File: src/sv/pfc_pkg.sv
package pfc_pkg;

	localparam int CELLS   = 25;
	localparam int LETTERS = 26;
	localparam int SIDE    = 5;
	localparam int ADDR_W  = 3;

	localparam logic [2:0] RC_MAX = 3'(SIDE - 1);

	localparam logic [4:0] LETTER_I     = 5'd8;
	localparam logic [4:0] LETTER_J     = 5'd9;
	localparam logic [4:0] LETTER_Z     = 5'd25;
	localparam logic [4:0] FILLER_RESET = 5'd23;
	localparam logic [4:0] PAD_RESET    = 5'd23;
	localparam logic [4:0] FILL_FULL    = 5'(CELLS);

	localparam logic [2:0] OP_KEY_LETTER = 3'd0;
	localparam logic [2:0] OP_KEY_END    = 3'd1;
	localparam logic [2:0] OP_ENC_LETTER = 3'd2;
	localparam logic [2:0] OP_ENC_END    = 3'd3;
	localparam logic [2:0] OP_DEC_LETTER = 3'd4;
	localparam logic [2:0] OP_DEC_END    = 3'd5;

	localparam logic REG_FILLER = 1'b0;
	localparam logic REG_PAD    = 1'b1;

	typedef logic [4:0] letter_t;

	typedef struct packed {
		logic latch;
		logic place;
		logic pair;
		logic fill_init;
		logic fill_step;
		logic pos_rd;
		logic cell_rd;
		logic emit_a;
		logic emit_b;
		logic emit_mark;
	} cmd_t;

	typedef struct packed {
		logic is_key;
		logic is_key_end;
		logic is_pairing;
		logic is_word_end;
		logic dig;
		logic fill_last;
		logic slot_free;
	} sts_t;

endpackage

File: src/sv/pfc_if.sv
interface pfc_item_if;
	logic       valid;
	logic       ready;
	logic [2:0] opcode;
	logic [4:0] letter_in;

	modport source(output valid, opcode, letter_in, input ready);
	modport sink(input valid, opcode, letter_in, output ready);
endinterface

interface pfc_result_if;
	logic       valid;
	logic       ready;
	logic [4:0] letter_out;
	logic       word_marker;
	logic       last;

	modport source(output valid, letter_out, word_marker, last, input ready);
	modport sink(input valid, letter_out, word_marker, last, output ready);
endinterface

File: src/sv/pfc_dpath.sv
module pfc_dpath import pfc_pkg::*; (
	input  logic       clk,
	input  logic       arst_n,
	input  cmd_t       cmd,
	output sts_t       sts,
	input  logic [2:0] opcode,
	input  letter_t    letter_in,
	input  logic       res_ready,
	output logic       res_valid,
	output letter_t    letter_out,
	output logic       word_marker,
	output logic       last,
	input  logic       cfg_we,
	input  logic       cfg_sel,
	input  letter_t    cfg_data,
	output letter_t    filler_raw,
	output letter_t    pad_raw
);

	function automatic letter_t norm_letter(input letter_t v);
		letter_t x;
		x = (v > LETTER_Z) ? LETTER_Z : v;
		if (x == LETTER_J) begin
			x = LETTER_I;
		end
		return x;
	endfunction

	function automatic logic [2:0] pos_row(input letter_t p);
		logic [2:0] r;
		if (p >= 5'd20) begin
			r = 3'd4;
		end else if (p >= 5'd15) begin
			r = 3'd3;
		end else if (p >= 5'd10) begin
			r = 3'd2;
		end else if (p >= 5'd5) begin
			r = 3'd1;
		end else begin
			r = 3'd0;
		end
		return r;
	endfunction

	function automatic logic [2:0] pos_col(input letter_t p, input logic [2:0] r);
		letter_t c;
		c = p - {r, 2'b00} - {2'b00, r};
		return c[2:0];
	endfunction

	function automatic logic [2:0] rc_step(input logic [2:0] x, input logic dec);
		logic [2:0] y;
		if (dec) begin
			y = (x == 3'd0) ? RC_MAX : x - 3'd1;
		end else begin
			y = (x == RC_MAX) ? 3'd0 : x + 3'd1;
		end
		return y;
	endfunction

	function automatic letter_t cell_index(input logic [2:0] r, input logic [2:0] c);
		return {r, 2'b00} + {2'b00, r} + {2'b00, c};
	endfunction

	letter_t square_mem [CELLS];
	letter_t pos_mem [LETTERS];

	logic [2:0]         op_q;
	letter_t            lit_q;
	letter_t            prev_q;
	logic               prev_vld_q;
	letter_t            pend_q;
	logic               pend_vld_q;
	letter_t            a_q;
	letter_t            b_q;
	logic               dec_q;
	logic [LETTERS-1:0] used_q;
	letter_t            fill_cnt_q;
	letter_t            k_q;
	letter_t            pa_q;
	letter_t            pb_q;
	letter_t            ca_q;
	letter_t            cb_q;
	letter_t            filler_q;
	letter_t            pad_q;
	logic               res_valid_q;
	letter_t            res_letter_q;
	logic               res_marker_q;
	logic               res_last_q;

	letter_t    filler_n;
	letter_t    pad_n;
	logic       dup;
	logic       dig;
	letter_t    na;
	letter_t    nb;
	letter_t    npend;
	logic       npend_vld;
	logic       place_req;
	letter_t    place_let;
	logic       do_place;
	logic [2:0] ra, ca, rb, cb;
	logic [2:0] ra2, ca2, rb2, cb2;
	letter_t    ia, ib;

	assign filler_n = norm_letter(filler_q);
	assign pad_n    = norm_letter(pad_q);
	assign dup      = prev_vld_q && (prev_q == lit_q) && (op_q == OP_ENC_LETTER);

	always_comb begin
		dig       = 1'b0;
		na        = pend_q;
		nb        = lit_q;
		npend     = pend_q;
		npend_vld = pend_vld_q;
		case (op_q)
			OP_ENC_LETTER: begin
				if (dup) begin
					dig = 1'b1;
					if (pend_vld_q) begin
						nb        = filler_n;
						npend     = lit_q;
						npend_vld = 1'b1;
					end else begin
						na        = filler_n;
						npend_vld = 1'b0;
					end
				end else if (pend_vld_q) begin
					dig       = 1'b1;
					npend_vld = 1'b0;
				end else begin
					npend     = lit_q;
					npend_vld = 1'b1;
				end
			end
			OP_DEC_LETTER: begin
				if (pend_vld_q) begin
					dig       = 1'b1;
					npend_vld = 1'b0;
				end else begin
					npend     = lit_q;
					npend_vld = 1'b1;
				end
			end
			OP_ENC_END: begin
				dig       = pend_vld_q;
				nb        = pad_n;
				npend_vld = 1'b0;
			end
			OP_DEC_END: begin
				npend_vld = 1'b0;
			end
			default: begin
			end
		endcase
	end

	assign place_req = cmd.place || (cmd.fill_step && (k_q != LETTER_J));
	assign place_let = cmd.fill_step ? k_q : lit_q;
	assign do_place  = place_req && (fill_cnt_q < FILL_FULL) && !used_q[place_let];

	// digraph rule on registered positions
	always_comb begin
		ra  = pos_row(pa_q);
		rb  = pos_row(pb_q);
		ca  = pos_col(pa_q, ra);
		cb  = pos_col(pb_q, rb);
		ra2 = ra;
		rb2 = rb;
		ca2 = cb;
		cb2 = ca;
		if (ra == rb) begin
			ca2 = rc_step(ca, dec_q);
			cb2 = rc_step(cb, dec_q);
		end else if (ca == cb) begin
			ra2 = rc_step(ra, dec_q);
			rb2 = rc_step(rb, dec_q);
			ca2 = ca;
			cb2 = cb;
		end
		ia = cell_index(ra2, ca2);
		ib = cell_index(rb2, cb2);
	end

	always_ff @(posedge clk or negedge arst_n) begin
		if (!arst_n) begin
			op_q        <= OP_KEY_END;
			prev_vld_q  <= 1'b0;
			pend_vld_q  <= 1'b0;
			used_q      <= '0;
			fill_cnt_q  <= '0;
			k_q         <= '0;
			filler_q    <= FILLER_RESET;
			pad_q       <= PAD_RESET;
			res_valid_q <= 1'b0;
		end else begin
			if (cmd.latch) begin
				op_q <= opcode;
			end
			if (cmd.pair) begin
				pend_vld_q <= npend_vld;
				prev_vld_q <= (op_q == OP_ENC_LETTER);
			end
			if (cmd.fill_init) begin
				pend_vld_q <= 1'b0;
				prev_vld_q <= 1'b0;
				k_q        <= '0;
			end
			if (cmd.fill_step) begin
				k_q <= k_q + 5'd1;
			end
			if (do_place) begin
				used_q[place_let] <= 1'b1;
				fill_cnt_q        <= fill_cnt_q + 5'd1;
			end
			if (cfg_we) begin
				if (cfg_sel == REG_FILLER) begin
					filler_q <= cfg_data;
				end else begin
					pad_q <= cfg_data;
				end
			end
			if (cmd.emit_a || cmd.emit_b || cmd.emit_mark) begin
				res_valid_q <= 1'b1;
			end else if (res_ready) begin
				res_valid_q <= 1'b0;
			end
		end
	end

	always_ff @(posedge clk) begin
		if (cmd.latch) begin
			lit_q <= norm_letter(letter_in);
		end
		if (cmd.pair) begin
			pend_q <= npend;
			prev_q <= lit_q;
			a_q    <= na;
			b_q    <= nb;
			dec_q  <= (op_q == OP_DEC_LETTER);
		end
		if (do_place) begin
			square_mem[fill_cnt_q] <= place_let;
			pos_mem[place_let]     <= fill_cnt_q;
		end
		if (cmd.pos_rd) begin
			pa_q <= pos_mem[a_q];
			pb_q <= pos_mem[b_q];
		end
		if (cmd.cell_rd) begin
			ca_q <= square_mem[ia];
			cb_q <= square_mem[ib];
		end
		if (cmd.emit_a) begin
			res_letter_q <= ca_q;
			res_marker_q <= 1'b0;
			res_last_q   <= 1'b0;
		end else if (cmd.emit_b) begin
			res_letter_q <= cb_q;
			res_marker_q <= 1'b0;
			res_last_q   <= !sts.is_word_end;
		end else if (cmd.emit_mark) begin
			res_letter_q <= '0;
			res_marker_q <= 1'b1;
			res_last_q   <= 1'b1;
		end
	end

	always_comb begin
		sts.is_key      = (op_q == OP_KEY_LETTER);
		sts.is_key_end  = (op_q == OP_KEY_END);
		sts.is_pairing  = op_q inside {OP_ENC_LETTER, OP_ENC_END, OP_DEC_LETTER, OP_DEC_END};
		sts.is_word_end = (op_q == OP_ENC_END) || (op_q == OP_DEC_END);
		sts.dig         = dig;
		sts.fill_last   = (k_q == LETTER_Z);
		sts.slot_free   = !res_valid_q || res_ready;
	end

	assign res_valid   = res_valid_q;
	assign letter_out  = res_letter_q;
	assign word_marker = res_marker_q;
	assign last        = res_last_q;
	assign filler_raw  = filler_q;
	assign pad_raw     = pad_q;

endmodule

File: src/sv/pfc_ctrl.sv
module pfc_ctrl import pfc_pkg::*; (
	input  logic clk,
	input  logic arst_n,
	input  logic in_valid,
	output logic in_ready,
	input  sts_t sts,
	output cmd_t cmd
);

	typedef enum logic [7:0] {
		S_IDLE = 8'b0000_0001,
		S_DISP = 8'b0000_0010,
		S_FILL = 8'b0000_0100,
		S_POS  = 8'b0000_1000,
		S_CELL = 8'b0001_0000,
		S_OUTA = 8'b0010_0000,
		S_OUTB = 8'b0100_0000,
		S_MARK = 8'b1000_0000
	} state_t;

	state_t state_q;
	state_t state_n;

	always_comb begin
		cmd      = '0;
		in_ready = 1'b0;
		state_n  = state_q;
		case (state_q)
			S_IDLE: begin
				in_ready = 1'b1;
				if (in_valid) begin
					cmd.latch = 1'b1;
					state_n   = S_DISP;
				end
			end
			S_DISP: begin
				if (sts.is_key) begin
					cmd.place = 1'b1;
					state_n   = S_IDLE;
				end else if (sts.is_key_end) begin
					cmd.fill_init = 1'b1;
					state_n       = S_FILL;
				end else if (sts.is_pairing) begin
					cmd.pair = 1'b1;
					if (sts.dig) begin
						state_n = S_POS;
					end else if (sts.is_word_end) begin
						state_n = S_MARK;
					end else begin
						state_n = S_IDLE;
					end
				end else begin
					state_n = S_IDLE;
				end
			end
			S_FILL: begin
				cmd.fill_step = 1'b1;
				if (sts.fill_last) begin
					state_n = S_IDLE;
				end
			end
			S_POS: begin
				cmd.pos_rd = 1'b1;
				state_n    = S_CELL;
			end
			S_CELL: begin
				cmd.cell_rd = 1'b1;
				state_n     = S_OUTA;
			end
			S_OUTA: begin
				if (sts.slot_free) begin
					cmd.emit_a = 1'b1;
					state_n    = S_OUTB;
				end
			end
			S_OUTB: begin
				if (sts.slot_free) begin
					cmd.emit_b = 1'b1;
					state_n    = sts.is_word_end ? S_MARK : S_IDLE;
				end
			end
			S_MARK: begin
				if (sts.slot_free) begin
					cmd.emit_mark = 1'b1;
					state_n       = S_IDLE;
				end
			end
			default: begin
				state_n = S_IDLE;
			end
		endcase
	end

	always_ff @(posedge clk or negedge arst_n) begin
		if (!arst_n) begin
			state_q <= S_IDLE;
		end else begin
			state_q <= state_n;
		end
	end

`ifndef SYNTH
	a_accept_disp: assert property (@(posedge clk) disable iff (!arst_n)
		in_valid && in_ready |=> state_q == S_DISP)
		else $error("accepted transaction not dispatched");

	a_emit_slot: assert property (@(posedge clk) disable iff (!arst_n)
		cmd.emit_a || cmd.emit_b || cmd.emit_mark |-> sts.slot_free)
		else $error("result loaded over a pending transaction");

	a_one_cmd: assert property (@(posedge clk) disable iff (!arst_n)
		$onehot0(cmd))
		else $error("more than one datapath command");

	a_pos_entry: assert property (@(posedge clk) disable iff (!arst_n)
		state_q == S_POS |-> $past(state_q) == S_DISP)
		else $error("digraph lookup without pairing");

	a_mark_entry: assert property (@(posedge clk) disable iff (!arst_n)
		state_q == S_MARK |-> ($past(state_q) == S_DISP || $past(state_q) == S_OUTB
			|| $past(state_q) == S_MARK))
		else $error("marker reached from wrong state");
`endif

endmodule

File: src/sv/playfair_digraph_cipher.sv
// A digraph's results pass through dispatch, position read, cell read and two output
// loads, a word-end marker load after them; each load waits for a free output register.
// One transaction is taken at a time. A key letter or an item with no result needs only
// dispatch, a lone marker adds its load, and a key end fills the square over every code.
// The output register lets the next transaction start while the final result waits.
// Asynchronous active-low reset empties the square and clears pairing state.
module playfair_digraph_cipher import pfc_pkg::*; (
	input  logic              clk,
	input  logic              arst_n,
	pfc_item_if.sink          items,
	pfc_result_if.source      results,
	input  logic              psel,
	input  logic              penable,
	input  logic              pwrite,
	input  logic [ADDR_W-1:0] paddr,
	input  logic [31:0]       pwdata,
	output logic [31:0]       prdata,
	output logic              pready
);

	cmd_t    cmd;
	sts_t    sts;
	logic    cfg_we;
	logic    cfg_sel;
	letter_t filler_raw;
	letter_t pad_raw;

	assign cfg_we  = psel && penable && pwrite;
	assign cfg_sel = paddr[ADDR_W-1];
	assign pready  = 1'b1;
	assign prdata  = {27'd0, (cfg_sel == REG_PAD) ? pad_raw : filler_raw};

	pfc_ctrl u_ctrl (
		.clk      (clk),
		.arst_n   (arst_n),
		.in_valid (items.valid),
		.in_ready (items.ready),
		.sts      (sts),
		.cmd      (cmd)
	);

	pfc_dpath u_dpath (
		.clk         (clk),
		.arst_n      (arst_n),
		.cmd         (cmd),
		.sts         (sts),
		.opcode      (items.opcode),
		.letter_in   (items.letter_in),
		.res_ready   (results.ready),
		.res_valid   (results.valid),
		.letter_out  (results.letter_out),
		.word_marker (results.word_marker),
		.last        (results.last),
		.cfg_we      (cfg_we),
		.cfg_sel     (cfg_sel),
		.cfg_data    (pwdata[4:0]),
		.filler_raw  (filler_raw),
		.pad_raw     (pad_raw)
	);

endmodule

File: src/flat_wrapper.sv
// flat-port wrapper written by rule: the top's interface ports become plain ports
module playfair_digraph_cipher_flat import pfc_pkg::*;
  (clk, arst_n, psel, penable, pwrite, paddr, pwdata, prdata, pready, items_valid, items_opcode, items_letter_in, items_ready, results_valid, results_letter_out, results_word_marker, results_last, results_ready);
  pfc_item_if items_i ();
  pfc_result_if results_i ();
  input  logic clk;
  input  logic arst_n;
  input  logic psel;
  input  logic penable;
  input  logic pwrite;
  input  logic [ADDR_W-1:0] paddr;
  input  logic [31:0] pwdata;
  output logic [31:0] prdata;
  output logic pready;
  input wire logic [$bits(items_i.valid)-1:0] items_valid;
  input wire logic [$bits(items_i.opcode)-1:0] items_opcode;
  input wire logic [$bits(items_i.letter_in)-1:0] items_letter_in;
  output wire logic [$bits(items_i.ready)-1:0] items_ready;
  output wire logic [$bits(results_i.valid)-1:0] results_valid;
  output wire logic [$bits(results_i.letter_out)-1:0] results_letter_out;
  output wire logic [$bits(results_i.word_marker)-1:0] results_word_marker;
  output wire logic [$bits(results_i.last)-1:0] results_last;
  input wire logic [$bits(results_i.ready)-1:0] results_ready;
  assign items_i.valid = items_valid;
  assign items_i.opcode = items_opcode;
  assign items_i.letter_in = items_letter_in;
  assign items_ready = items_i.ready;
  assign results_valid = results_i.valid;
  assign results_letter_out = results_i.letter_out;
  assign results_word_marker = results_i.word_marker;
  assign results_last = results_i.last;
  assign results_i.ready = results_ready;
  playfair_digraph_cipher u_core (.clk(clk), .arst_n(arst_n), .items(items_i), .results(results_i), .psel(psel), .penable(penable), .pwrite(pwrite), .paddr(paddr), .pwdata(pwdata), .prdata(prdata), .pready(pready));
endmodule
File: config.mk
export PLATFORM = sky130hd
export DESIGN_NAME = playfair_digraph_cipher_flat
export DESIGN_NICKNAME = d
export VERILOG_FILES = /design/src/sv/pfc_pkg.sv /design/src/sv/pfc_if.sv /design/src/sv/pfc_dpath.sv /design/src/sv/pfc_ctrl.sv /design/src/sv/playfair_digraph_cipher.sv /design/src/flat_wrapper.sv
export SDC_FILE = /design/constraint.sdc
export NUM_CORES = 1
export LEC_CHECK = 0
export BUFFER_PORTS_ARGS = -buffer_cell sky130_fd_sc_hd__buf_2
export CAP_MARGIN = 20
export CELL_PAD_IN_SITES_DETAIL_PLACEMENT = 0
export CELL_PAD_IN_SITES_GLOBAL_PLACEMENT = 1
export CORE_ASPECT_RATIO = 0.5
export CORE_MARGIN = 2
export CORE_UTILIZATION = 57
export DETAILED_ROUTE_END_ITERATION = 10
export GPL_TIMING_DRIVEN = 0
export PLACE_DENSITY = 0.87
export SETUP_SLACK_MARGIN = 0.05
export SYNTH_ARGS = -nofsm -noshare
export SYNTH_HDL_FRONTEND = slang
export SYNTH_HIERARCHICAL = 1
export SYNTH_SLANG_ARGS = --single-unit
File: constraint.sdc
create_clock -name clk -period 15.5 [get_ports clk]
set_clock_uncertainty 0.15 [all_clocks]
set_input_delay 3.1 -clock clk [delete_from_list [all_inputs] [get_ports clk]]
set_output_delay 3.1 -clock clk [all_outputs]
set_load 0.02 [all_outputs]
### After elaboration in Yosys (flattened, before gate mapping)

Memory sizes are Yosys's and may differ from the RTL's. A register that Yosys moved wholly into a read port is not among the register bits.
Cells that the tools add are included.

* bits in registers: 93
* memory bits (writable): 255
* input bits: 50
* output and inout bits: 42
* logic and storage cells: 219
* memories kept: 2

Memories
* u_core.u_dpath.pos_mem: depth 26, bits a word 5, read ports 2, clocked after memory_dff 2, wr ports 1, RTL line pfc_dpath.sv:66 `letter_t pos_mem [LETTERS];`
* u_core.u_dpath.square_mem: depth 25, bits a word 5, read ports 2, clocked after memory_dff 2, wr ports 1, RTL line pfc_dpath.sv:65 `letter_t square_mem [CELLS];`

* add/sub/neg operators: 18
* order comparisons: 14
* eq/ne operators: 31
* multiplexer cells: 97
* bitwise operators: 2
* reductions and logical operators: 36

Operators by type and width (number)
* two-way mux 5 bit: 20
* two-way mux 8 bit: 10
* two-way mux 3 bit: 23
* case mux 8 bit (8 select lines): 1
* two-way mux 1 bit: 32
* bitwise OR 26 bit: 1
* adder 5 x 3 -> 5 bit: 4
* >= comparator 5 x 4 -> 1 bit (second input constant): 4
* case mux 5 bit (2 select lines): 2
* equality test 3 bit (second input constant): 6
* equality test 5 x 4 -> 1 bit (second input constant): 3
* > comparator 5 bit (second input constant): 3
* zero test 3 bit: 5
* adder 3 x 1 -> 3 bit (second input constant): 4
* subtractor 3 x 1 -> 3 bit (second input constant): 4
* subtractor 3 bit: 4
* adder 5 x 1 -> 5 bit (second input constant): 2
* >= comparator 5 x 3 -> 1 bit (second input constant): 2
* >= comparator 5 bit (second input constant): 2
* two-way mux 2 bit: 5
* nonzero test 2 bit: 5
* equality test 8 x 1 -> 1 bit (second input constant): 1
* equality test 8 x 2 -> 1 bit (second input constant): 1
* equality test 8 x 3 -> 1 bit (second input constant): 1
* 30 further kinds: 53

### Logic depth before layout (Yosys ltp)

* word-level depth: 12
* depth in mapped cells: 26
* depth with buffers taken out: 24

### By module

Netlist, hierarchy kept.

Modules (own cells, without submodules)
* pfc_dpath: instances 1, cells each 1133, area each 17927.2 um2, sequential area each 10541.4 um2
* pfc_ctrl: instances 1, cells each 85, area each 720.7 um2, sequential area each 201.4 um2
* playfair_digraph_cipher: instances 1, cells each 36, area each 280.3 um2, sequential area each 0.0 um2

### Worst setup path before layout

Ideal clock, no wire load.

* path kind: input to output
* from: input paddr[2]
* to: output prdata[0]
* arrival time: 3465 ps
* data required time: 12250 ps
* setup slack: 8785 ps
* stages on the path: 1
* path buffers: 0
* cells stage by stage: mux2_2

* longest elaborated chain between the ends: 1

Ends and longest elaborated chain
* start: declaration: RTL line flat_wrapper.sv:11 `input logic [ADDR_W-1:0] paddr;`
* two-way mux 5 bit: RTL line playfair_digraph_cipher.sv:31 `assign prdata = {27'd0, (cfg_sel == REG_PAD) ? pad_raw : filler_raw};`
* end: declaration: RTL line flat_wrapper.sv:13 `output logic [31:0] prdata;`

No other way between the ends.

### Final worst setup path

* from: input paddr[2]
* to: output prdata[2]

The elaborated chain is that of the path after synthesis.

==> summary.md <==
| Metric | Value |
|---|---|
| Most instantiated flip-flop cell in the synthesis netlist | `sky130_fd_sc_hd__edfxtp_1` |
| Die Area | `34800 sq um` |
| Starting utilization of the core area | `a little under three fifths` |
| Internal power | `0.00185 W` |
| Maximum Capacitance Violations | `0` |
| Power after layout | `0.00255 W` |
| Antenna Violating Nets Remaining | `0` |
| Clk_lat worst skew | `between 0.5 and 0.6 ns` |
| Worst setup SP type | `primary input` |
| Power share of the combinational group | `18.2%` |
| Headroom to the max-slew limit | `31.6%` |
| Worst vdd ir | `0.0904 mV` |
| Sum of net half-perimeters after detailed placement | `approximately 30 mm` |
| Gate count of the mapped netlist | `about 1300` |
| Number of enable-type register cells in the synthesized netlist | `306` |
| First-pass GRT wire length | `67.3 mm` |
| Critical Path RT | `12.25 ns` |
| Total Wirelength | `43.7 mm` |
| Static Leak | `7.40 nW` |
| Most Frequent Cell on Critical Path | `sky130_fd_sc_hd__buf_2` |
| Clock buffer count from CTS | `35` |
| Site Rows | `47` |
| Final-layout setup total negative slack | `0 ns` |
| Most numerous cell types in the synthesized netlist | `sky130_fd_sc_hd__edfxtp_1 (306), sky130_fd_sc_hd__mux4_2 (142), sky130_fd_sc_hd__nor2_1 (91)` |
| Number of distinct library cell variants in the gate-level netlist after synthesis | `86` |
| Number of sinks on the clock net | `~370` |
| Final critical delay including setup and external delays | `7.04 ns` |
| Resized cells post-CTS | `0` |
| Worst min path class | `reg -> reg` |
| Ratio of cells with drive above 1 in the final layout | `25.3%` |
| Layout net count | `1442` |
| Area of the placeable core | `around 33000 sq um` |
| Actual transition at the worst max-transition pin | `about 1.0 ns` |
| Hold buffers post-CTS | `0` |
| Number of buffers inserted to repair setup after CTS | `0` |
| Max-slew violations | `0` |
| Synth top area cells | `sky130_fd_sc_hd__edfxtp_1 (49%), sky130_fd_sc_hd__mux4_2 (17%), sky130_fd_sc_hd__dfrtp_1 (6.6%), sky130_fd_sc_hd__mux2_2 (2.3%), sky130_fd_sc_hd__ha_1 (2.0%)` |
| Detailed-routing iteration count for the pre-antenna-repair pass | `7` |
| Synth top area share | `48.5%` |
| Register bit count reported by yosys | `368` |
| Final weighted congestion in routability-driven placement | `slightly above 0.9` |
| Antenna violations before repair | `0` |
| Number of buffer cells added on primary ports | `34` |
| Critical Path AT | `3.79 ns` |
| Die X-Extent | `262 um` |
| Die height | `between 100 and 150 um` |
| Top fanout value on the critical path | `7` |
| Part of the Yosys area used for sequential elements | `56.8%` |
| Number of buffers on the longest clock path | `3` |
| Most frequently used cell type in the post-synthesis netlist | `sky130_fd_sc_hd__edfxtp_1` |
| CTS clock-pin slew for the worst setup and hold paths | `around 0.07 ns` |
| Fillcell total | `~2300` |
| Biggest area consumer among synthesized cells | `sky130_fd_sc_hd__edfxtp_1` |
| Kind of capture point of the worst setup path | `primary output` |
| Via density per instance | `6.43` |
| ANT cells | `0` |
| Clock tree from TritonCTS | `done` |
| Via count | `11718` |
| Critical path class | `in -> out` |
| Switching share of power | `27.6%` |
| Share of async-settable or async-resettable flops after synthesis | `roughly 16%` |
| Sequence of cells on the critical path | `buf_2 -> mux2_2 -> buf_2` |
| I/O Pins | `92` |
| Wire length per cell after detailed routing | `between 20 and 25 um` |
| Master of the slowest instance on the critical path | `sky130_fd_sc_hd__mux2_2` |
| Detailed router's first-iteration violation count | `1315` |
| Root buf cell | `sky130_fd_sc_hd__clkbuf_16` |
| Cell area power density | `121 nW/um^2` |
| Run status | `finished, final reports clean` |
| Number of synthesis warnings | `6` |
| Final number of setup-violating endpoints | `0` |
| Unrepaired setup endpoints after global routing | `no` |
| Number of failing hold endpoints at the final stage | `0` |
| Seq pwr share | `47.7%` |
| Area added between synthesis and finish | `11.0%` |
| Post-synthesis cell area | `18900 sq um` |
| Per-instance average area after synthesis | `15.1 sq um` |
| DRC violation count after routing | `0` |
| Switching component of the power | `0.000703 W` |
| Maximum number of pins on one net before global-route repair | `35` |
| Global Route Usage Sum | `between 20% and 30%` |
| CTS H-tree lvls | `2` |
| Number of global-route vias before repair | `11629` |
| Clock share of power | `34.1%` |
| Remaining global-route overflow | `0` |
| Max Clk Rate | `between 100 and 150 MHz` |
| Worst stage delay on the critical path | `0.36 ns` |
| Fraction of the cycle the final worst path needs | `45.4%` |
==> final timing paths <==
| kind | start | to | slack, ns | cells past startpoint |
|---|---|---|---|---|
| max | paddr[2] | prdata[2] | 8.46 | 3 |
| min | u_core/u_dpath/used_q[9] | u_core/u_dpath/used_q[9] | 0.32 | 1 |
| max reg2reg | u_core/u_dpath/pa_q[2] | u_core/u_dpath/cb_q[3] | 8.74 | 23 |
| min reg2reg | u_core/u_dpath/used_q[9] | u_core/u_dpath/used_q[9] | 0.32 | 1 |
| max in group asynchronous | arst_n | u_core/u_dpath/used_q[21] | 12.10 | 2 |
| min in group asynchronous | arst_n | u_core/u_ctrl/state_q[7] | 2.47 | 1 |
==> sequential cells by signal, indices dropped and copies added, names as in the netlist, 3 cells and up <==
signal	cells
u_core/u_ctrl/state_q	8
u_core/u_dpath/a_q	5
u_core/u_dpath/b_q	5
u_core/u_dpath/ca_q	5
u_core/u_dpath/cb_q	5
u_core/u_dpath/fill_cnt_q	5
u_core/u_dpath/filler_raw	5
u_core/u_dpath/k_q	5
u_core/u_dpath/letter_out	5
u_core/u_dpath/lit_q	5
u_core/u_dpath/op_q	3
u_core/u_dpath/pa_q	5
u_core/u_dpath/pad_raw	5
u_core/u_dpath/pb_q	5
u_core/u_dpath/pend_q	5
u_core/u_dpath/pos_mem	130
u_core/u_dpath/prev_q	5
u_core/u_dpath/square_mem	125
u_core/u_dpath/used_q	26
==> area by class of cell <==
class	instances	area, sq um	area share, %
inverters	38	143	0.679
clock buffers	45	997	4.75
plain buffers	98	504	2.40
repair buffers	38	260	1.24
multi-input cells	776	7650	36.4
well taps	441	552	2.63
flip-flops and latches	368	10700	51.1
clock inverters	18	158	0.751
==> critical path: cells and delay by family <==
kind | cells | cell delay [ns]
muxes | 1 | 0.36
buffers and inverters | 2 | 0.33
==> kinds of logic after synthesis <==
| logic type | share of synthesized area, % |
|---|---|
| AOI/OAI and AO/OA | 6.50 |
| xor gates and xnor gates | 1.56 |
| adders and majority gates | 2.74 |
| buffers and inverters | 3.42 |
| DFF | 56.8 |
| muxes | 21.8 |
| other | 0.0397 |
| and+or+nand+nor | 7.23 |
==> per-layer routing <==
metal,share of wire (%),vias up,track usage (%)
li1,-,5066,-
met1,41,6014,36.7
met2,48,561,41.2
met3,9.3,77,5.73
met4,2.2,0,6.91
met5,0,-,0
==> metrics by stage <==
step,hold slack (ns),setup slack [ns],util [%],instances,cell area [sq um]
after global placement,0.281,8.48,60.1,1755,19700
after detailed placement,0.302,8.46,60.2,1757,19800
after floorplan,0.274,8.79,-,1280,19000
final,0.320,8.46,63.9,1822,21000
after CTS,0.318,8.45,63.7,1820,20900
after global routing,0.339,8.18,63.9,1822,21000
==> cell usage in the layout (no fill, tap or decap), types with 9 or more instances in the layout <==
cell,instances
sky130_fd_sc_hd__buf_2,43
sky130_fd_sc_hd__edfxtp_1,306
sky130_fd_sc_hd__a211oi_1,12
sky130_fd_sc_hd__mux2_1,10
sky130_fd_sc_hd__buf_1,12
sky130_fd_sc_hd__inv_1,35
sky130_fd_sc_hd__o21bai_1,27
sky130_fd_sc_hd__a22o_1,9
sky130_fd_sc_hd__xor2_1,12
sky130_fd_sc_hd__mux4_2,142
sky130_fd_sc_hd__nor2_1,91
sky130_fd_sc_hd__nand3_1,12
sky130_fd_sc_hd__o21ai_0,42
sky130_fd_sc_hd__xnor2_1,13
sky130_fd_sc_hd__dfrtp_1,50
sky130_fd_sc_hd__conb_1,28
sky130_fd_sc_hd__mux2_2,38
sky130_fd_sc_hd__clkbuf_16,38
sky130_fd_sc_hd__nand2b_1,11
sky130_fd_sc_hd__a21oi_1,44
sky130_fd_sc_hd__clkbuf_1,49
sky130_fd_sc_hd__nor3_1,11
sky130_fd_sc_hd__ha_1,31
sky130_fd_sc_hd__mux2i_1,32
sky130_fd_sc_hd__nand2_1,70
sky130_fd_sc_hd__nor2b_1,19
sky130_fd_sc_hd__buf_4,31
sky130_fd_sc_hd__dfstp_2,10
==> power groups by stage <==
stage | registers (W) | clock network (W) | logic [W]
2_1_floorplan | 0.00123 | 0 | 0.000311
3_3_place_gp | 0.00125 | 0 | 0.000417
3_5_place_dp | 0.00125 | 0 | 0.000431
4_1_cts | 0.00123 | 0.000885 | 0.000435
5_1_grt | 0.00122 | 0.000919 | 0.000504
6_report | 0.00122 | 0.000869 | 0.000464
Power figures use the tool's default switching activity.
